==> config.mk <==
export PLATFORM = sky130hd
export DESIGN_NAME = tsp_ram
export DESIGN_NICKNAME = d
export VERILOG_FILES = /design/src/rtl/tsp_ram.sv
export SDC_FILE = /design/constraint.sdc
export NUM_CORES = 1
export LEC_CHECK = 0
export ABC_AREA = 0
export BUFFER_PORTS_ARGS = -buffer_cell sky130_fd_sc_hd__buf_4
export CAP_MARGIN = 0
export CORE_MARGIN = 4
export CORE_UTILIZATION = 46
export DETAILED_ROUTE_END_ITERATION = 10
export MAX_ROUTING_LAYER = met4
export PLACE_DENSITY = 0.67
export SKIP_LAST_GASP = 1
export SLEW_MARGIN = 5
export SYNTH_ARGS = -nofsm -noshare
export SYNTH_HDL_FRONTEND = slang
export SYNTH_SLANG_ARGS = --single-unit
==> constraint.sdc <==
create_clock -name aclk -period 4.3 [get_ports aclk]
set_clock_uncertainty 0.2 [all_clocks]
set_input_delay 0.86 -clock aclk [delete_from_list [all_inputs] [get_ports aclk]]
set_output_delay 0.86 -clock aclk [all_outputs]
set_load 0.02 [all_outputs]
==> src/rtl/tsp_ram.sv <==
// Generic single-write, single-read synchronous RAM with registered read data.
// Stand-alone; no package needed.
`timescale 1ns / 1ps
`default_nettype none

module tsp_ram #(
    parameter int WIDTH = 8,
    parameter int DEPTH = 4
) (
    input  wire logic                                    aclk,
    input  wire logic                                    we,
    input  wire logic [((DEPTH > 1) ? $clog2(DEPTH) : 1)-1:0] waddr,
    input  wire logic [WIDTH-1:0]                        wdata,
    input  wire logic [((DEPTH > 1) ? $clog2(DEPTH) : 1)-1:0] raddr,
    output logic      [WIDTH-1:0]                        rdata
);

    logic [WIDTH-1:0] mem [DEPTH];

    // Write port and registered read port.
    always_ff @(posedge aclk) begin
        if (we) begin
            mem[waddr] <= wdata;
        end
        rdata <= mem[raddr];
    end

endmodule

`default_nettype wire

==> flow_metrics.env <==
export IMPL_final_antenna_net_count=0
export IMPL_r2r_setup_slack_ns=3.12
export IMPL_ctsHoldBuffers=0
export IMPL_place_gp_congestion=0.645
export IMPL_path_cells="buf_4"
export IMPL_worstReg2RegStart="mem[2][4]"
export IMPL_drive_above_1_share_pct=46.9
export IMPL_status="completed"
export IMPL_drv_slew=0
export IMPL_hold_violations=0
export IMPL_synth_yosys_warnings=0
export IMPL_min_path_cells=1
export IMPL_synthAdderAreaFrac_pct=0
export IMPL_seq_area_frac_synth_pct=83.1
export IMPL_syn2layout_area_growth_pct=19.7
export IMPL_utilization_pct=58.0
export IMPL_setup_violations=0
export IMPL_relSlewSlack_pct=53.7
export IMPL_holdCritPathClass="register to register"
export IMPL_final_setup_tns_ns=0
export IMPL_cp_top_family="flip-flops"
export IMPL_die_h_um=62.2
export IMPL_fin_crit_ns=1.86
export IMPL_root_buffer="clkbuf_4"
export IMPL_max_cap_violations=0
export IMPL_pwr_density_cell_nw_per_um2=456
export IMPL_slowest_delay_ns=0.32
export IMPL_core_area_um2=2780
export IMPL_synth_net_count=68
export IMPL_cp_max_fo=1
export IMPL_startpoint_type="register"
export IMPL_grt_usage_pct=11.2
export IMPL_rsz0062_at_grt="false"
export IMPL_post_cts_buffers=0
export IMPL_dieArea_um2=3860
export IMPL_first_pass_iters=4
export IMPL_syn_inst=54
export IMPL_clk_pin_slew_ns=0.11
export IMPL_synth_seq_cells=40
export IMPL_antenna_found_initial=0
export IMPL_grt_pass1_vias=612
export IMPL_worst_r2r_cell_count=1
export IMPL_cts_path_max_buffers=2
export IMPL_rows=19
export IMPL_h_tree_depth=2
export IMPL_grt_max_degree=14
export IMPL_cp_end_kind="primary output"
export IMPL_grt_pass1_wl_um=2970
export IMPL_cts_resized_gates=0
export IMPL_path_class="register to primary output"
export IMPL_routed_wl_um=1890
export IMPL_cp_startpoint="rdata[4]"
export IMPL_synth_xor_area_share_pct=0
export IMPL_numCtsBuffers=5
export IMPL_hold_end="rdata[3]"
export IMPL_synthTopCellsByArea="edfxtp_1 (71%), mux4_2 (13%), dfxtp_1 (12%)"
export IMPL_cp_slowest_cell="dfxtp_1"
export IMPL_crit_buf_inv=1
export IMPL_r2r_end="rdata[4]"
export IMPL_avgViaCountPerCell=5.24
export IMPL_grt_overflow=0
export IMPL_hold_start="mem[2][3]"
export IMPL_worst_hold_slack_ns=0.365
export IMPL_worstMarginPinSlew_ns=0.691
export IMPL_clk_latency_ns=0.34
export IMPL_vias=587
export IMPL_ioPinCount=22
export IMPL_max_clock_freq_ghz=0.539
export IMPL_nets=94
export IMPL_worst_ep_arrival_time_ns=0.80
export IMPL_yosys_area_share_simple_pct=2.32
export IMPL_synth_top_family_by_area="multiplexers"
export IMPL_wl_per_cell_um=16.9
export IMPL_cts_sinks=40
export IMPL_drtIter0Drc=7
export IMPL_cts_tree="yes"
export IMPL_worstSetupPathDepth=1
export IMPL_synth_cell_types=8
export IMPL_port_buffers=21
export IMPL_synth_area_um2=1350
export IMPL_initial_core_util_pct=48.5
export IMPL_synth_top_area_cell="edfxtp_1"
export IMPL_synth_compound_gate_area_share_pct=0
export IMPL_power_leakage_nw=0.577
export IMPL_synth_mux_area_share_pct=13.4
export IMPL_route_detailed_drc=0
export IMPL_cp_required_ns=3.24
export IMPL_syn_mean_instance_area_um2=25.0
export IMPL_antennaDiodeCount=0
export IMPL_fin_crit_sh_pct=43.2
export IMPL_irDropWorstVdd_mv=0.435
export IMPL_synth_top_area_share_pct=71.2
export IMPL_die_w_um=62.2
==> synthesized netlist by cell type <==
library cell  count
clkbuf_2          1
nor3b_1           1
buf_6             1
mux4_2            8
edfxtp_1         32
and3_1            1
dfxtp_1           8
and3b_1           2
==> logic make-up after synthesis <==
family / Yosys count
buffers and inverters: 2
muxes: 8
DFF: 40
and+or+nand+nor: 4
==> how the worst max path moves through the flow <==
| stage | end |
|---|---|
| 5_1_grt | rdata[4] |
| 3_3_place_gp | mem[0][0] |
| 6_report | rdata[4] |
| 4_1_cts | mem[0][1] |
| 3_5_place_dp | mem[0][3] |
| 2_1_floorplan | mem[0][0] |
==> state kept, by name, indices dropped and copies added, names as in the netlist <==
name and flops:
mem 32, rdata 8
==> metrics by stage <==
stage | total power (W) | instances | setup WS, ns | instance area (um2)
CTS | 0.000746 | 112 | 2.04 | 1610
global placement | 0.000510 | 104 | 1.74 | 1530
floorplan | 0.000483 | 54 | 2.18 | 1350
detailed placement | 0.000512 | 104 | 1.68 | 1530
global route | 0.000769 | 112 | 2.39 | 1610
finish | 0.000737 | 112 | 2.44 | 1610
==> layout make-up <==
type / instances / area [um2]
fillers: 216 / 1170
flip-flops and latches: 40 / 1120
multi-input cells: 12 / 216
repair buffers: 21 / 158
clock inverters: 3 / 42.5
well taps: 31 / 38.8
clock buffers: 5 / 37.5
==> layer usage <==
layer | global-route usage [%] | part of all wire (%) | vias to the layer above
li1 | - | - | 276
met1 | 12.2 | 42 | 287
met2 | 16.6 | 49 | 19
met3 | 4.86 | 7.2 | 5
met4 | 7.32 | 2.1 | 0
met5 | - | 0 | -
==> layout by cell type, fill, tap and decap left out, drive strengths merged <==
cell and n:
clkinvlp 1, clkbuf 5, and3b 2, buf 21, edfxtp 32, clkinv 1, dfxtp 8, nor3b 1
bufinv 1, and3 1, mux4 8
==> power by group <==
group	internal (W)	total, W	switching, W
clock	0.000121	0.000235	0.000114
sequential	0.000441	0.000446	0.00000490
combinational	0.0000287	0.0000556	0.0000270
total	0.000591	0.000737	0.000146
Power figures use the tool's default switching activity.
