==> src/rtl/tsp_pkg.sv <==
// Shared package for the trapezoid servo profiler: types, codes and constants.
// Used by the divider, the square-root unit, the top level and the testbench; depends on nothing else.
`timescale 1ns / 1ps
`default_nettype none

package tsp_pkg;

    // Block dimensions.
    localparam int NUM_CHANNELS = 4;
    localparam int CH_W         = (NUM_CHANNELS > 1) ? $clog2(NUM_CHANNELS) : 1;
    localparam int SCALE        = 100;
    localparam int DW           = 32;
    localparam int CFG_AW       = 5;

    // Reciprocal of the scale factor: for any 32-bit x, x / SCALE equals
    // (x * SCALE_RECIP) >> SCALE_SHIFT.
    localparam int SCALE_SHIFT = 32 + $clog2(SCALE);
    localparam logic [32:0] SCALE_RECIP =
        33'(((64'd1 << SCALE_SHIFT) + 64'(SCALE) - 64'd1) / 64'(SCALE));

    // Command codes of an input transaction.
    localparam logic [1:0] CMD_TICK   = 2'd0;
    localparam logic [1:0] CMD_MOVE   = 2'd1;
    localparam logic [1:0] CMD_DIRECT = 2'd2;
    localparam logic [1:0] CMD_NONE   = 2'd3;

    // Status codes of a result transaction.
    localparam logic [2:0] STAT_TICK    = 3'd0;
    localparam logic [2:0] STAT_BUSY    = 3'd1;
    localparam logic [2:0] STAT_NOOP    = 3'd2;
    localparam logic [2:0] STAT_SHORT   = 3'd3;
    localparam logic [2:0] STAT_SCALED  = 3'd4;
    localparam logic [2:0] STAT_TRAP    = 3'd5;
    localparam logic [2:0] STAT_DIRECT  = 3'd6;

    // Configuration register indexes (word address).
    localparam logic [2:0] REG_MIN_STEPS    = 3'd0;
    localparam logic [2:0] REG_MAX_ACCEL    = 3'd1;
    localparam logic [2:0] REG_MAX_VELOCITY = 3'd2;
    localparam logic [2:0] REG_RANGE_MIN    = 3'd3;
    localparam logic [2:0] REG_RANGE_MAX    = 3'd4;
    localparam logic [2:0] REG_CENTER       = 3'd5;

    // Reset values of the configuration registers.
    localparam logic [15:0] MIN_STEPS_RESET    = 16'd10;
    localparam logic [23:0] MAX_ACCEL_RESET    = 24'd100;
    localparam logic [23:0] MAX_VELOCITY_RESET = 24'd2000;
    localparam logic [15:0] RANGE_MIN_RESET    = 16'd500;
    localparam logic [15:0] RANGE_MAX_RESET    = 16'd2500;
    localparam logic [15:0] CENTER_RESET       = 16'd1500;

    typedef struct packed {
        logic [1:0]  command;
        logic [1:0]  channel;
        logic [15:0] target;
    } in_item_t;

    typedef struct packed {
        logic [1:0]  channel_out;
        logic [15:0] position;
        logic [2:0]  status;
        logic        moving;
        logic        last;
    } out_item_t;

    // Per-channel motion record held in the state memory.
    typedef struct packed {
        logic [15:0] position;
        logic [31:0] velocity;
        logic [31:0] accel;
        logic [15:0] step_count;
        logic [15:0] accel_end;
        logic [15:0] cruise_end;
        logic [15:0] decel_end;
        logic        running;
    } chan_entry_t;

    localparam int ENTRY_W = $bits(chan_entry_t);
    localparam chan_entry_t ENTRY_RESET = '{position: CENTER_RESET, default: '0};

    typedef enum logic [4:0] {
        S_IDLE,
        S_READ,
        S_LOAD,
        S_DIV_N,
        S_DIV_ACC,
        S_DIV_T,
        S_SQRT_T,
        S_BRANCH,
        S_DIV_A,
        S_SQRT_D,
        S_MUL_PH,
        S_DIV_C,
        S_MUL_M,
        S_START,
        S_TICK_MUL,
        S_TICK_ADD,
        S_EMIT
    } fsm_state_t;

    // Clamp a wide product to 32 bits; used for divisors against small dividends.
    function automatic logic [31:0] sat32(input logic [63:0] v);
        logic [31:0] r;
        r = (|v[63:32]) ? '1 : v[31:0];
        return r;
    endfunction

endpackage

`default_nettype wire

==> src/rtl/tsp_isqrt.sv <==
// Floor square root by the digit-by-digit method, two radicand bits per cycle.
// Depends on tsp_pkg for the data width.
`timescale 1ns / 1ps
`default_nettype none

module tsp_isqrt (
    input  wire logic                   aclk,
    input  wire logic                   aresetn,
    input  wire logic                   start,
    input  wire logic [tsp_pkg::DW-1:0] value,
    output logic                        done,
    output logic [tsp_pkg::DW/2-1:0]    root
);
    import tsp_pkg::*;

    logic [DW-1:0] rem_reg, rem_next;
    logic [DW-1:0] res_reg, res_next;
    logic [DW-1:0] bit_reg, bit_next;
    logic          busy_reg, busy_next;
    logic          done_reg, done_next;
    logic [DW-1:0] trial;

    // One result bit per cycle, walking the probe bit down by two places.
    always_comb begin
        rem_next  = rem_reg;
        res_next  = res_reg;
        bit_next  = bit_reg;
        busy_next = busy_reg;
        done_next = 1'b0;
        trial     = res_reg + bit_reg;
        if (start) begin
            rem_next  = value;
            res_next  = '0;
            bit_next  = DW'(1) << (DW - 2);
            busy_next = 1'b1;
        end else if (busy_reg) begin
            if (rem_reg >= trial) begin
                rem_next = rem_reg - trial;
                res_next = (res_reg >> 1) + bit_reg;
            end else begin
                res_next = res_reg >> 1;
            end
            bit_next = bit_reg >> 2;
            if (bit_reg == DW'(1)) begin
                busy_next = 1'b0;
                done_next = 1'b1;
            end
        end
    end

    always_ff @(posedge aclk) begin
        if (!aresetn) begin
            busy_reg <= 1'b0;
            done_reg <= 1'b0;
        end else begin
            busy_reg <= busy_next;
            done_reg <= done_next;
        end
        rem_reg <= rem_next;
        res_reg <= res_next;
        bit_reg <= bit_next;
    end

    assign done = done_reg;
    assign root = res_reg[DW/2-1:0];

endmodule

`default_nettype wire

==> config.mk <==
export PLATFORM = sky130hd
export DESIGN_NAME = tsp_isqrt
export DESIGN_NICKNAME = d
export VERILOG_FILES = /design/src/rtl/tsp_pkg.sv /design/src/rtl/tsp_isqrt.sv
export SDC_FILE = /design/constraint.sdc
export NUM_CORES = 1
export LEC_CHECK = 0
export ABC_AREA = 1
export BUFFER_PORTS_ARGS = -buffer_cell sky130_fd_sc_hd__clkbuf_2
export CAP_MARGIN = 5
export CORE_MARGIN = 3
export CORE_UTILIZATION = 65
export CTS_CLUSTER_SIZE = 10
export DETAILED_ROUTE_END_ITERATION = 6
export PLACE_DENSITY = 0.81
export SYNTH_ARGS = -nofsm -noshare
export SYNTH_HDL_FRONTEND = slang
export SYNTH_SLANG_ARGS = --single-unit
==> constraint.sdc <==
create_clock -name aclk -period 5.91 [get_ports aclk]
set_input_delay 0.2955 -clock aclk [delete_from_list [all_inputs] [get_ports aclk]]
set_output_delay 0.2955 -clock aclk [all_outputs]
set_load 0.03 [all_outputs]
==> impl_metrics.py <==
metrics = {
    "cts": {
        "root_buffer": "clkbuf_16",
        "clk_pin_slew_ns": 0.07,
        "post-cts-setup-buffers": 0,
        "cts_tree": "yes",
        "hold_buffers": 0,
        "cts-buffers-inserted": 9,
        "clk-insertion-delay-late_ns": 0.35,
        "clk_path_buf_depth": 2,
        "cts-resized-gates": 0,
        "cts.sinks": 82,
        "htreeDepth": 3,
    },
    "grt": {
        "grt_max_degree": 68,
        "grt_use_total_pct": 34.7,
        "grt_pass1_vias": 8504,
        "grt_pass1_wl_mm": 41.7,
        "antenna_found_initial": 0,
        "grt_overflow_total": 0,
    },
    "pwr": {
        "p_per_area_nw_per_um2": 470,
        "vdd.ir_drop.worst_mv": 0.450,
        "p_leak_nw": 4.42,
        "finalPower_mw": 4.37,
    },
    "timing": {
        "holdWs_ns": 0.174,
        "layout_min_cycle_time_ns": 4.82,
        "report.final.slew_viol_count": 0,
        "fin_ws_ns": 1.09,
        "fmax_ghz": 0.207,
        "grt_setup_unrepaired": "false",
        "post-route-period-util_pct": 81.6,
        "hold_violations": 0,
        "setup_violations": 0,
        "finClkSkew_ns": 0.00779,
        "slew_headroom_pct": 32.1,
        "setup-tns-final_ns": 0,
        "worst_slew_pin_slew_ns": 1.01,
    },
    "setup_path": {
        "cp_cell_sequence": "ha_1 -> nand2_1 -> o21ai_0 -> a21oi_1 -> o21ai_0 -> xor2_1 -> ha_1 -> nand2_2 -> nor2_2 -> inv_1 -> nor2_2 -> nand3_1 -> nand3_2 -> nand2_4 -> nand2_8 -> nand2_1 -> nand2_1 -> buf_4",
        "cpPeakStageDelay_ns": 0.57,
        "path_class": "register to register",
        "crit_required_ns": 5.90,
        "r2r_cells": 18,
        "path_max_fanout": 37,
        "start_kind": "register",
        "endpoint_kind": "register",
        "crit_top_cell": "nand2_1",
        "worstPathArrival_ns": 4.81,
        "cp_slowest_cell": "dfxtp_1",
        "rrSetupSlack_ns": 1.09,
    },
    "route": {
        "routed_wl_mm": 25.8,
        "drtPass1Iterations": 5,
        "wl_per_cell_um": 15.6,
        "drt_iter0_markers": 1069,
        "drcViolationCount": 0,
        "vias": 9552,
        "ant_nets": 0,
        "vias_per_cell": 5.76,
    },
    "place": {
        "dp_cells": 1641,
        "hpwlAfterDp_mm": 20.0,
        "postPlaceCellArea_um2": 9000,
        "io_buffers": 51,
        "dp_slack_ns": 1.26,
        "gp_congestion": 1.00,
    },
    "run": {
        "drv_cap": 0,
    },
    "worst_hold_path": {
        "hp-class": "input pin to register",
        "whs_path_depth": 3,
    },
    "finish": {
        "drive_gt1_share_pct": 6.33,
        "layout_common_cells": "nand2_1, inv_1, nand3_1",
        "utilization_pct": 72.0,
        "final-instance-count-excl-fill": 1657,
        "num_antenna_cells": 0,
        "layout.nets": 1582,
        "fin_area_um2": 9300,
        "area_growth_pct": 5.84,
        "final_common_cell": "nand2_1",
    },
    "synth": {
        "synthesis.area_um2": 8790,
        "synth_area_leaders": "nand2_1, dfxtp_1, edfxtp_1",
        "ys_seq_area_share_pct": 22.3,
        "synthCells": 1465,
        "avgSynthCellArea_um2": 6.00,
        "synth_top_area_share_pct": 20.2,
        "synth_flop_cell": "dfxtp_1",
        "async_flop_share_pct": 0,
        "ys_ff_latch": 82,
        "synth_largest_area_cell": "nand2_1",
        "synth-edff-count": 32,
        "yosysWarnings": 0,
        "synth_fp_nets": 1567,
        "ys_types": 47,
    },
    "outcome": {
        "outcome": "finished, final reports clean",
    },
    "floorplanning": {
        "die_y_um": 122,
        "io_pins": 52,
        "row_count": 41,
        "start_util_pct": 68.0,
        "core_um2": 12900,
        "die_x_um": 122,
        "dieArea_um2": 15000,
    },
}
## synthesized netlist by cell type (2+ instances only)
cell and number:
o21ai_0 76, nand4_1 18, buf_2 17, xnor2_1 17
o22ai_1 3, o21a_1 3, xor2_1 24, o211ai_1 3
a31oi_1 4, nand3_1 144, a221oi_1 2, nor2_2 4
nor3_1 19, nand2_1 474, a21o_1 4, edfxtp_1 32
clkbuf_1 15, nand2_2 5, buf_4 16, a21oi_1 90
o21bai_1 8, dfxtp_1 50, a21boi_0 2, or2_0 2
nor4_1 2, buf_6 3, ha_1 66, o21ai_1 6
or2_2 7, and2_1 5, nand3b_1 8, inv_1 184
nor2_1 138
## where the power goes
part           total, mW  internal [mW]  switching, mW
Clock              0.599          0.342          0.257
Combinational       2.78          0.954           1.82
Sequential         0.998          0.806          0.193
## metal layers
metal / part of all wire [%] / GRT usage [%] / up-vias
met5: 0 / 0 / -
met4: 2.1 / 9.66 / 0
met2: 44 / 54.0 / 449
met1: 44 / 49.5 / 4259
li1: - / - / 4792
met3: 9.7 / 6.41 / 52
## final cells by class
| cell class | count | area, um^2 |
|---|---|---|
| timing repair buffer | 56 | 293 |
| clock buffer | 11 | 243 |
| inverter | 185 | 694 |
| sequential | 82 | 1960 |
| clock inverter | 5 | 61.3 |
| tap | 172 | 215 |
| fill | 1184 | 3630 |
| multi-input combinational | 1146 | 5830 |
## final timing paths
| check | startpoint | end |
|---|---|---|
| setup / recovery | res_reg[10]$_SDFFE_PP0P_ | rem_reg[18]$_DFFE_PP_ |
| hold reg to reg | res_reg[0]$_SDFFE_PP0P_ | res_reg[0]$_SDFFE_PP0P_ |
| hold / removal | aresetn | done$_SDFF_PP0_ |
| setup reg to reg | res_reg[10]$_SDFFE_PP0P_ | rem_reg[18]$_DFFE_PP_ |
## kinds of logic (layout without fill, tap and decap cells)
group           after synthesis  in the layout  synth area share (%)
simple gates                831            831                  39.8
fa+ha+maj                    67             67                  9.62
flops                        82             82                  22.3
buf+inv                     237            257                  11.3
xor+xnor                     41             41                  4.09
compound gates              207            207                  12.9
## worst max-delay path: cells and delay by family (launching register included)
family | cells | cell delay [ns]
xor gates and xnor gates | 1 | 0.24
buffers and inverters | 2 | 0.50
DFF | 1 | 0.57
adders and majority gates | 2 | 0.74
AOI/OAI and AO/OA | 3 | 0.79
and+or+nand+nor | 10 | 1.59
No activity file was read; power rests on OpenSTA's default activity.
