`src/rtl/tsp_pkg.sv`:
```
// Shared package for the trapezoid servo profiler: types, codes and constants.
// Used by the divider, the square-root unit, the top level and the testbench; depends on nothing else.
`timescale 1ns / 1ps
`default_nettype none

package tsp_pkg;

    // Block dimensions.
    localparam int NUM_CHANNELS = 4;
    localparam int CH_W         = (NUM_CHANNELS > 1) ? $clog2(NUM_CHANNELS) : 1;
    localparam int SCALE        = 100;
    localparam int DW           = 32;
    localparam int CFG_AW       = 5;

    // Reciprocal of the scale factor: for any 32-bit x, x / SCALE equals
    // (x * SCALE_RECIP) >> SCALE_SHIFT.
    localparam int SCALE_SHIFT = 32 + $clog2(SCALE);
    localparam logic [32:0] SCALE_RECIP =
        33'(((64'd1 << SCALE_SHIFT) + 64'(SCALE) - 64'd1) / 64'(SCALE));

    // Command codes of an input transaction.
    localparam logic [1:0] CMD_TICK   = 2'd0;
    localparam logic [1:0] CMD_MOVE   = 2'd1;
    localparam logic [1:0] CMD_DIRECT = 2'd2;
    localparam logic [1:0] CMD_NONE   = 2'd3;

    // Status codes of a result transaction.
    localparam logic [2:0] STAT_TICK    = 3'd0;
    localparam logic [2:0] STAT_BUSY    = 3'd1;
    localparam logic [2:0] STAT_NOOP    = 3'd2;
    localparam logic [2:0] STAT_SHORT   = 3'd3;
    localparam logic [2:0] STAT_SCALED  = 3'd4;
    localparam logic [2:0] STAT_TRAP    = 3'd5;
    localparam logic [2:0] STAT_DIRECT  = 3'd6;

    // Configuration register indexes (word address).
    localparam logic [2:0] REG_MIN_STEPS    = 3'd0;
    localparam logic [2:0] REG_MAX_ACCEL    = 3'd1;
    localparam logic [2:0] REG_MAX_VELOCITY = 3'd2;
    localparam logic [2:0] REG_RANGE_MIN    = 3'd3;
    localparam logic [2:0] REG_RANGE_MAX    = 3'd4;
    localparam logic [2:0] REG_CENTER       = 3'd5;

    // Reset values of the configuration registers.
    localparam logic [15:0] MIN_STEPS_RESET    = 16'd10;
    localparam logic [23:0] MAX_ACCEL_RESET    = 24'd100;
    localparam logic [23:0] MAX_VELOCITY_RESET = 24'd2000;
    localparam logic [15:0] RANGE_MIN_RESET    = 16'd500;
    localparam logic [15:0] RANGE_MAX_RESET    = 16'd2500;
    localparam logic [15:0] CENTER_RESET       = 16'd1500;

    typedef struct packed {
        logic [1:0]  command;
        logic [1:0]  channel;
        logic [15:0] target;
    } in_item_t;

    typedef struct packed {
        logic [1:0]  channel_out;
        logic [15:0] position;
        logic [2:0]  status;
        logic        moving;
        logic        last;
    } out_item_t;

    // Per-channel motion record held in the state memory.
    typedef struct packed {
        logic [15:0] position;
        logic [31:0] velocity;
        logic [31:0] accel;
        logic [15:0] step_count;
        logic [15:0] accel_end;
        logic [15:0] cruise_end;
        logic [15:0] decel_end;
        logic        running;
    } chan_entry_t;

    localparam int ENTRY_W = $bits(chan_entry_t);
    localparam chan_entry_t ENTRY_RESET = '{position: CENTER_RESET, default: '0};

    typedef enum logic [4:0] {
        S_IDLE,
        S_READ,
        S_LOAD,
        S_DIV_N,
        S_DIV_ACC,
        S_DIV_T,
        S_SQRT_T,
        S_BRANCH,
        S_DIV_A,
        S_SQRT_D,
        S_MUL_PH,
        S_DIV_C,
        S_MUL_M,
        S_START,
        S_TICK_MUL,
        S_TICK_ADD,
        S_EMIT
    } fsm_state_t;

    // Clamp a wide product to 32 bits; used for divisors against small dividends.
    function automatic logic [31:0] sat32(input logic [63:0] v);
        logic [31:0] r;
        r = (|v[63:32]) ? '1 : v[31:0];
        return r;
    endfunction

endpackage

`default_nettype wire

```
`src/rtl/tsp_divider.sv`:
```
// Restoring unsigned divider, one quotient bit per cycle; a zero divisor acts as one.
// Depends on tsp_pkg for the data width.
`timescale 1ns / 1ps
`default_nettype none

module tsp_divider (
    input  wire logic                aclk,
    input  wire logic                aresetn,
    input  wire logic                start,
    input  wire logic [tsp_pkg::DW-1:0] dividend,
    input  wire logic [tsp_pkg::DW-1:0] divisor,
    output logic                     done,
    output logic [tsp_pkg::DW-1:0]   quotient
);
    import tsp_pkg::*;

    localparam int CNT_W = $clog2(DW);

    logic [DW-1:0]    rem_reg, rem_next;
    logic [DW-1:0]    quo_reg, quo_next;
    logic [DW-1:0]    dvs_reg, dvs_next;
    logic [CNT_W-1:0] cnt_reg, cnt_next;
    logic             busy_reg, busy_next;
    logic             done_reg, done_next;
    logic [DW:0]      trial;

    // One shift-and-subtract step per cycle.
    always_comb begin
        rem_next  = rem_reg;
        quo_next  = quo_reg;
        dvs_next  = dvs_reg;
        cnt_next  = cnt_reg;
        busy_next = busy_reg;
        done_next = 1'b0;
        trial     = {rem_reg, quo_reg[DW-1]};
        if (start) begin
            rem_next  = '0;
            quo_next  = dividend;
            dvs_next  = (divisor == '0) ? DW'(1) : divisor;
            cnt_next  = '0;
            busy_next = 1'b1;
        end else if (busy_reg) begin
            if (trial >= {1'b0, dvs_reg}) begin
                rem_next = DW'(trial - {1'b0, dvs_reg});
                quo_next = {quo_reg[DW-2:0], 1'b1};
            end else begin
                rem_next = trial[DW-1:0];
                quo_next = {quo_reg[DW-2:0], 1'b0};
            end
            cnt_next = cnt_reg + 1'b1;
            if (cnt_reg == CNT_W'(DW - 1)) begin
                busy_next = 1'b0;
                done_next = 1'b1;
            end
        end
    end

    always_ff @(posedge aclk) begin
        if (!aresetn) begin
            busy_reg <= 1'b0;
            done_reg <= 1'b0;
            cnt_reg  <= '0;
        end else begin
            busy_reg <= busy_next;
            done_reg <= done_next;
            cnt_reg  <= cnt_next;
        end
        rem_reg <= rem_next;
        quo_reg <= quo_next;
        dvs_reg <= dvs_next;
    end

    assign done     = done_reg;
    assign quotient = quo_reg;

endmodule

`default_nettype wire

```
`config.mk`:
```
export PLATFORM = sky130hd
export DESIGN_NAME = tsp_divider
export DESIGN_NICKNAME = d
export VERILOG_FILES = /design/src/rtl/tsp_pkg.sv /design/src/rtl/tsp_divider.sv
export SDC_FILE = /design/constraint.sdc
export NUM_CORES = 1
export LEC_CHECK = 0
export ABC_AREA = 1
export BUFFER_PORTS_ARGS = -buffer_cell sky130_fd_sc_hd__buf_2
export CAP_MARGIN = 20
export CELL_PAD_IN_SITES_DETAIL_PLACEMENT = 0
export CELL_PAD_IN_SITES_GLOBAL_PLACEMENT = 2
export CORE_MARGIN = 5
export CORE_UTILIZATION = 36
export CTS_BUF_LIST = sky130_fd_sc_hd__clkbuf_4
export DETAILED_ROUTE_END_ITERATION = 10
export PLACE_DENSITY = 0.95
export SYNTH_ARGS = -nofsm -noshare
export SYNTH_HDL_FRONTEND = slang
export SYNTH_SLANG_ARGS = --single-unit
```
`constraint.sdc`:
```
create_clock -name aclk -period 6.8 [get_ports aclk]
set_input_delay 1.36 -clock aclk [delete_from_list [all_inputs] [get_ports aclk]]
set_output_delay 1.36 -clock aclk [all_outputs]
set_load 0.01 [all_outputs]
```
==> results of run 1 <==
-- worst min-delay path by stage --
| stage | end | slack, ns | depth (start not counted) |
|---|---|---|---|
| global placement | cnt_reg[4]$_SDFFE_PP0P_ | 0.45 | 2 |
| detailed placement | rem_reg[15]$_SDFFE_PP0P_ | 0.46 | 2 |
| floorplan | cnt_reg[4]$_SDFFE_PP0P_ | 0.44 | 2 |
| CTS | rem_reg[15]$_SDFFE_PP0P_ | 0.48 | 2 |
| global route | rem_reg[13]$_SDFFE_PP0P_ | 0.50 | 2 |
| finish | rem_reg[13]$_SDFFE_PP0P_ | 0.48 | 2 |
-- worst max-delay path, cell delays in order --
cell and delay (ns):
sky130_fd_sc_hd__buf_2 0.55, sky130_fd_sc_hd__buf_4 0.47, sky130_fd_sc_hd__nor2_1 0.08, sky130_fd_sc_hd__buf_4 0.23
sky130_fd_sc_hd__inv_1 0.38, sky130_fd_sc_hd__buf_4 0.46
-- cells in the mapped netlist, types with 2 or more instances --
| cell | count |
|---|---|
| sky130_fd_sc_hd__nand2_2 | 6 |
| sky130_fd_sc_hd__o21ai_1 | 10 |
| sky130_fd_sc_hd__a21oi_1 | 20 |
| sky130_fd_sc_hd__nand2_1 | 415 |
| sky130_fd_sc_hd__o21bai_1 | 4 |
| sky130_fd_sc_hd__nand3_1 | 75 |
| sky130_fd_sc_hd__buf_6 | 3 |
| sky130_fd_sc_hd__edfxtp_1 | 64 |
| sky130_fd_sc_hd__a31oi_1 | 2 |
| sky130_fd_sc_hd__inv_1 | 186 |
| sky130_fd_sc_hd__nand3_2 | 8 |
| sky130_fd_sc_hd__o21a_1 | 2 |
| sky130_fd_sc_hd__nor3_1 | 4 |
| sky130_fd_sc_hd__nor4_1 | 9 |
| sky130_fd_sc_hd__dfxtp_1 | 39 |
| sky130_fd_sc_hd__buf_2 | 6 |
| sky130_fd_sc_hd__nor2_2 | 4 |
| sky130_fd_sc_hd__nor2_4 | 2 |
| sky130_fd_sc_hd__ha_1 | 34 |
| sky130_fd_sc_hd__clkbuf_1 | 43 |
| sky130_fd_sc_hd__and2_1 | 4 |
| sky130_fd_sc_hd__nor2_1 | 44 |
| sky130_fd_sc_hd__xnor2_1 | 13 |
| sky130_fd_sc_hd__inv_2 | 2 |
| sky130_fd_sc_hd__nand3b_1 | 13 |
| sky130_fd_sc_hd__o21ai_0 | 6 |
| sky130_fd_sc_hd__nand4_1 | 10 |
-- routing by layer --
layer,up-vias,track usage,wire [um]
li1,3304,-,-
met1,2813,0.2485,9353
met2,132,0.2995,8808
met3,13,0.03452,945
met4,0,0.04071,224
met5,-,0,0
-- layout make-up --
cell class	count	area [um2]	area share
multi-input combinational	692	3377	0.4316
sequential	103	2703	0.3454
inverter	189	709.4	0.09068
timing repair buffer	104	533.0	0.06813
tap	265	331.6	0.04238
clock inverter	6	92.59	0.01183
clock buffer	10	75.07	0.009595
antenna	1	2.502	0.0003198
-- power by group through the flow --
stage	Sequential, uW	Clock [uW]	Combinational [uW]
after global placement	741	0	197
after floorplan	744	0	113
after global routing	730	416	224
final	726	379	197
after CTS	726	395	199
after detailed placement	739	0	199
-- cells by family after synthesis --
group / after synthesis / share of synthesized area
buffers and inverters: 242 / 0.1351
AOI/OAI and AO/OA: 46 / 0.03615
xor gates and xnor gates: 14 / 0.01745
adders and majority gates: 35 / 0.06339
and+or+nand+nor: 597 / 0.3632
DFF: 103 / 0.3846
-- through the flow --
stage / total power (uW) / utilization
global placement: 937.8 / 0.3958
global route: 1371 / 0.4046
detailed placement: 937.9 / 0.3958
CTS: 1320 / 0.4045
floorplan: 857.5 / -
finish: 1303 / 0.4046
==> results.md, run 1 <==
Critical path:
- The signal arrival time at the worst endpoint is 3.60 ns.
- The setup check on the worst reg-to-reg path leaves a slack of 3.74 ns.
- The reg-to-reg critical path endpoint is rem_reg[15]$_SDFFE_PP0P_.
- The critical path starts at start.
- The startpoint type of the worst setup path is a primary input.
- The startpoint identified for the worst register-to-register timing path is rem_reg[19]$_SDFFE_PP0P_.
- The required time of the critical path is 6.94 ns.
- The worst setup path is of the in -> reg kind.
- The number of cells on the worst reg-to-reg path is 10.
- The endpoint of the most critical setup path is quotient[14]$_DFFE_PP_.
- STA classifies the critical path endpoint as a register.
- Of all nets on the critical path, the largest fanout is 35.

Cells and area:
- Compared with the post-synthesis result, the final layout area differs by 11.34%.
- The number of cells in the finished layout apart from fillers is 1370.
- In the final layout, the share of cells above drive strength 1 is 0.1313.
- For this run, the post-layout net count is 1201.
- The most common cell after layout, fill and taps aside is sky130_fd_sc_hd__nand2_1.
- The count of fill cells added during filler insertion is 2085.
- The top cell types in the final layout, fill and taps aside, are 415 x sky130_fd_sc_hd__nand2_1, 186 x sky130_fd_sc_hd__inv_1, 99 x sky130_fd_sc_hd__buf_2.
- The finished cells cover 7824 um2.

Timing:
- The final count of hold timing violations is 0.
- The final max-slew violation count was 0.
- Setup repair after global routing left no endpoint under its margin.
- The setup skew after layout is 0.03941 ns.
- The setup total negative slack is 0 ns.
- The routed design could run at a clock period as short as 3.453 ns.
- The post-layout worst setup margin is 3.347 ns.
- The tightest hold path in the finished design has a slack of 0.4814 ns.
- Dividing the final minimum period by the clock period gives 0.5078.
- For the pin with the worst max-slew slack, the measured transition is 0.8999 ns.
- The maximum clock frequency is 289.6 MHz.
- Measured against its own limit, the worst slew margin works out to 0.3963.
- Setup violations remaining at the end of the flow were counted as 0.

Yosys:
- Of all flip-flops after synthesis, the portion carrying an async set or reset was 0.
- A synthesized cell averages 6.776 um2.
- The share of the Yosys chip area taken by registers is 0.3846.
- The synthesis warning total is 0.
- Sorting the synthesized cells by area gives the leading types as sky130_fd_sc_hd__edfxtp_1 27%, sky130_fd_sc_hd__nand2_1 22%, sky130_fd_sc_hd__dfxtp_1 11%, sky130_fd_sc_hd__inv_1 9.9%, sky130_fd_sc_hd__ha_1 6.1%.
- The synthesized net count is 1139.
- The area fraction of the dominant cell type after synthesis is 0.2735.
- The prevailing post-synth register cell is sky130_fd_sc_hd__edfxtp_1.
- The area of the mapped netlist is 7027 um2.
- The distinct cell type count of the synthesized netlist is 36.
- The number of flops mapped to enable cells by yosys is 64.
- The number of standard cells after synthesis is 1037.
- The biggest area contributor in the post-synthesis netlist is sky130_fd_sc_hd__edfxtp_1.
- The synthesis-stage register bit count is 103.

GRT:
- For this run, the total global-route usage over all layers was measured as 0.1816.
- The pin count of the biggest net entering global routing is 36.
- The via count of the first global-routing pass is 6282.
- After global routing the overflow that remains totals 0.
- The first global-routing pass estimated 32080 um of wire.
- The number of antenna violations at the first check in global routing is 1.

Worst hold path:
- The worst hold path belongs to the class reg -> reg.
- The critical hold path startpoint is rem_reg[13]$_SDFFE_PP0P_.

CTS:
- TritonCTS built the clock tree.
- The clock buffer count from CTS is 9.
- The post-cts gate resize count is 0.
- The number of setup buffers added after CTS is 0.
- The H-tree depth is 3.
- The clock transition time at the flip-flop clock pins of the worst setup and hold paths is 0.16 ns.
- For the worst-skew pair, the clock arrives at the later sink with an insertion delay of 0.50 ns.
- The cell at the root of the clock tree is sky130_fd_sc_hd__clkbuf_4.
- Clock tree synthesis found a total of 103 sinks.
- The number of hold-repair buffers added at the cts stage is 0.
- Counting along the longest clock path gives a buffer depth of 2.

Power and ir drop:
- Internal power comes to 934.3 uW.
- Of the total power, combinational logic draws 0.151.
- The largest vdd supply drop is 0.00007116 V.
- In this run the power spent charging and discharging nets is 368.3 uW.
- Summed over all cells, the static leakage comes to 0.004220 uW.
- The share of total power dissipated in sequential elements is 0.558.
- Of the total power, the share spent switching nets is 0.2827.
- The power density normalized to cell area is 166.5 nW/um2.
- The share of total power dissipated in the clock network is 0.291.

Floorplanning:
- The floorplan step defined a die boundary enclosing 22410 um2.
- The overall die height is 149.7 um.
- The total area inside the core boundary comes to 19330 um2.
- The floorplan step set the die width to 149.7 um.
- The initial core utilization is 0.3634.
- The top-level port count is 100.
- After floorplanning, the core was divided into 51 placement rows.

Placement:
- The cell area reported after detailed placement is 7654 um2.
- The last weighted congestion value of the routability-driven placer is 0.8631.
- Detailed placement finished with a half-perimeter wire length of 15230 um.
- The quantity of I/O buffers inserted on ports is 99.
- After detailed placement, the design holds a cell count of 1353.
- Prior to clock tree synthesis, the placed netlist has a worst setup slack of 2.816 ns.

Routing:
- For this run, design rule violations remaining after detail routing come to 0.
- The count of antenna-violating nets left after detailed routing is 0.
- The first detailed-routing pass ran for 5 iterations.
- The initial DRC count is 326.
- Dividing the detail-routed via count by the number of cells gives 4.571.
- The wire length reported by the detailed router is 19330 um.
- The average routed wire per standard cell is 14.11 um.
- The total number of vias is 6262.

Job:
- The number of max-cap violations is 0.

Run status:
- The run finished with clean final reports.
Note: power is estimated with default switching activity, not from simulation.
==> inputs of run 2 (changes only) <==
Settings changed: CORE_UTILIZATION 36 to 30, PLACE_DENSITY 0.95 to 0.86.
Clock period 6.8 ns to 3.11 ns, I/O delays scaled along.
==> run 2 against run 1 <==
Compared with the run above: final area increased by 0.86%; critical endpoint is now rem_reg[15]$_SDFFE_PP0P_; sequential share of layout area decreased by 0.30 points; critical path type is now reg -> reg; hold slack got worse by 0.19 ns; largest power group unchanged; highest routed layer unchanged; clock power increased by 89%.
==> results.md, run 2 (synthesis gave the netlist of run 1 again) <==
Routing:
- The initial DRC count is 370 (was 326).
- The total number of vias is 6237 (was 6262).
- The count of antenna-violating nets left after detailed routing was 0 (unchanged).
- The first-pass iteration count of the detailed router came to 5 (unchanged).
- The post-route DRC violation count was 0 (unchanged).
- The average routed wire per standard cell is 14.50 um (was 14.11 um).
- The mean number of vias per cell was 4.365 (was 4.571).
- The wire length reported by the detailed router is 20730 um (was 19330 um).

Critical path:
- The number of buffers and inverters on the critical path is 3 (was 5).
- The cell family contributing the most delay on the critical path is simple AND/OR/NAND/NOR gates (was buffers and inverters).
- The peak per-stage delay on the critical path is 0.42 ns (was 0.55 ns).
- The required time of the critical path is 3.54 ns (was 6.94 ns).
- The most common cell type on the critical path is sky130_fd_sc_hd__nand2_1 (was sky130_fd_sc_hd__buf_4).
- The signal arrival time at the worst endpoint came to 2.86 ns (was 3.60 ns).
- The master of the slowest instance on the critical path is sky130_fd_sc_hd__buf_4 (was sky130_fd_sc_hd__buf_2).
- The kind of end point of the critical path is a register (unchanged).
- The largest fanout of any net on the critical path is 33 (was 35).
- The category of the critical setup timing path was reg -> reg (was in -> reg).
- The startpoint type of the worst setup path was a register (was primary input).
- Chain of cells forming the critical path: ha_1 -> nand2_1 -> inv_1 -> nand2_1 -> nand2_1 -> inv_2 -> nand3_2 -> nand2_2 -> nand2_2 -> nand2_2 -> buf_4 -> nand3b_1 -> nand3_1 -> nand2_1 (was buf_2 -> buf_4 -> nor2_1 -> buf_4 -> inv_1 -> buf_4).

Floorplanning:
- The top-level port count is 100 (unchanged).
- The initial core utilization is 0.3021 (was 0.3634).
- The die area is 26580 um2 (was 22410 um2).
- The total core area is 23260 um2 (was 19330 um2).
- The width of the chip came to 163.0 um (was 149.7 um).
- The number of rows in the core area is 56 (was 51).
- The overall die height is 163.0 um (was 149.7 um).

Cells and area:
- The fraction of final layout cells with drive strength greater than 1 came to 0.1362 (was 0.1313).
- The number of nets at the end of the flow is 1206 (was 1201).
- The most common cell after layout, fill and taps aside is sky130_fd_sc_hd__nand2_1 (unchanged).
- The fraction of the core area covered by cells at the end of the flow came to 0.3392 (was 0.4046).
- The final standard cell area without fillers is 7891 um2 (was 7824 um2).
- The signed area change from the synthesized netlist to the final layout is 12.30% (was 11.34%).
- Most used cells in the layout excluding fill and tap cells: 415 x sky130_fd_sc_hd__nand2_1, 186 x sky130_fd_sc_hd__inv_1, 99 x sky130_fd_sc_hd__buf_2 (unchanged).
- The number of cells in the finished layout apart from fillers is 1429 (was 1370).

Power and ir drop:
- The total power consumption of the routed design came to 2741 uW (was 1303 uW).
- The leakage power total is 0.004229 uW (was 0.004220 uW).
- The power density normalized to cell area is 347.3 nW/um2 (was 166.5 nW/um2).
- The largest vdd supply drop is 0.0001730 V (was 0.00007116 V).

Timing:
- The setup total negative slack is 0 ns (unchanged).
- The final count of hold timing violations came to 0 (unchanged).
- The clock period could shrink to 2.428 ns.
- The setup skew after layout came to 0.01839 ns (was 0.03941 ns).
- The maximum clock frequency is 411.9 MHz.
- The total of endpoints with negative setup slack in the final report is 0 (unchanged).
- The transition time at the pin with the least slew margin is 0.6821 ns (was 0.8999 ns).
- The relative slew slack was 0.5411 (was 0.3963).
- The portion of the clock cycle consumed by the worst path in the final layout is 0.7806.
- The final max-slew violation count is 0 (unchanged).
- Setup repair after global routing missed its margin: no (unchanged).

Placement:
- The quantity of I/O buffers inserted on ports is 99 (unchanged).
- The cell area reported after detailed placement is 7759 um2 (was 7654 um2).
- The last weighted congestion value of the routability-driven placer was 0.8883 (was 0.8631).
- The placed instance count is 1412 (was 1353).
- The total half-perimeter wirelength after legalization and detailed placement is 16080 um (was 15230 um).

CTS:
- The post-cts gate resize count is 0 (unchanged).
- The maximum root-to-sink buffer count is 2 (unchanged).
- The cell at the root of the clock tree is sky130_fd_sc_hd__clkbuf_4 (unchanged).
- The H-tree depth is 3 (unchanged).
- The clock net sink count is 103 (unchanged).
- The number of hold-repair buffers added at the cts stage is 0 (unchanged).
- The clock tree from TritonCTS is done (unchanged).
- The insertion delay to the later sink of the worst-skew pair was 0.51 ns (was 0.50 ns).
- The buffer count from post-CTS setup fixing is 0 (unchanged).
- The clock transition time at the flip-flop clock pins of the worst setup and hold paths came to 0.19 ns (was 0.16 ns).
- The clock buffer count from CTS came to 9 (unchanged).

GRT:
- The pin count of the biggest net entering global routing came to 37 (was 36).
- The wire length of the first global-routing pass is 33780 um (was 32080 um).
- The via count of the first global-routing pass is 6368 (was 6282).
- The total global-route track usage is 0.1612 (was 0.1816).
- The overall overflow remaining after global route came to 0 (unchanged).
- The number of antenna violations at the first check in global routing is 1 (unchanged).

Worst hold path:
- The type of the tightest min-delay check is in -> reg (was reg -> reg).

Run status:
- Outcome: completed (unchanged).

Job:
- The number of max-cap violations is 0 (unchanged).
## run 2: changes by cell type in the layout (fill, tap and decap cells not counted)
cell                        before  now
sky130_fd_sc_hd__clkinv_1        2    1
sky130_fd_sc_hd__bufinv_16       2    0
sky130_fd_sc_hd__inv_4           0    1
sky130_fd_sc_hd__clkinv_2        0    1
sky130_fd_sc_hd__clkinv_4        1    2
sky130_fd_sc_hd__buf_4           5   10
sky130_fd_sc_hd__inv_6           1    0
sky130_fd_sc_hd__inv_8           1    3
sky130_fd_sc_hd__clkbuf_4       10    9
## run 2: through the flow
stage                     hold WS, ns  setup slack [ns]
after floorplan                0.4423            0.5618
after global placement         0.4581            0.6762
after detailed placement       0.4645            0.7221
after CTS                      0.2472            0.6835
after global routing           0.2339            0.4081
final                          0.2902            0.6823
## run 2: path summary, 6_finish.rpt
path / from / to / slack (ns) / cells past startpoint
worst max register to register: rem_reg[7]$_SDFFE_PP0P_ / rem_reg[15]$_SDFFE_PP0P_ / 0.68 / 14
worst min register to register: cnt_reg[4]$_SDFFE_PP0P_ / cnt_reg[4]$_SDFFE_PP0P_ / 0.48 / 2
worst min-delay path: divisor[10] / dvs_reg[10]$_SDFFCE_PN0P_ / 0.29 / 1
worst max-delay path: rem_reg[7]$_SDFFE_PP0P_ / rem_reg[15]$_SDFFE_PP0P_ / 0.68 / 14
## run 2: layer usage
| layer | up-vias | global-route usage | wire length, um |
|---|---|---|---|
| li1 | 3322 | - | - |
| met1 | 2765 | 0.2108 | 9677 |
| met2 | 132 | 0.2679 | 9547 |
| met3 | 18 | 0.03987 | 1154 |
| met4 | 0 | 0.04079 | 345 |
| met5 | - | 0 | 0 |
## run 2: power by group
part           internal (uW)  total (uW)  switching [uW]
combinational            157         441             284
sequential              1550        1580            36.9
clock                    184         717             533
total                   1890        2740             854
## run 2: area by class of cell
type / count / area, um2
Tap cell: 319 / 399.1
Fill cell: 2602 / 15370
Antenna cell: 1 / 2.502
Sequential cell: 103 / 2703
Timing Repair Buffer: 109 / 570.5
Clock inverter: 7 / 62.56
Clock buffer: 9 / 67.56
Inverter: 189 / 709.4
Multi-Input combinational cell: 692 / 3377
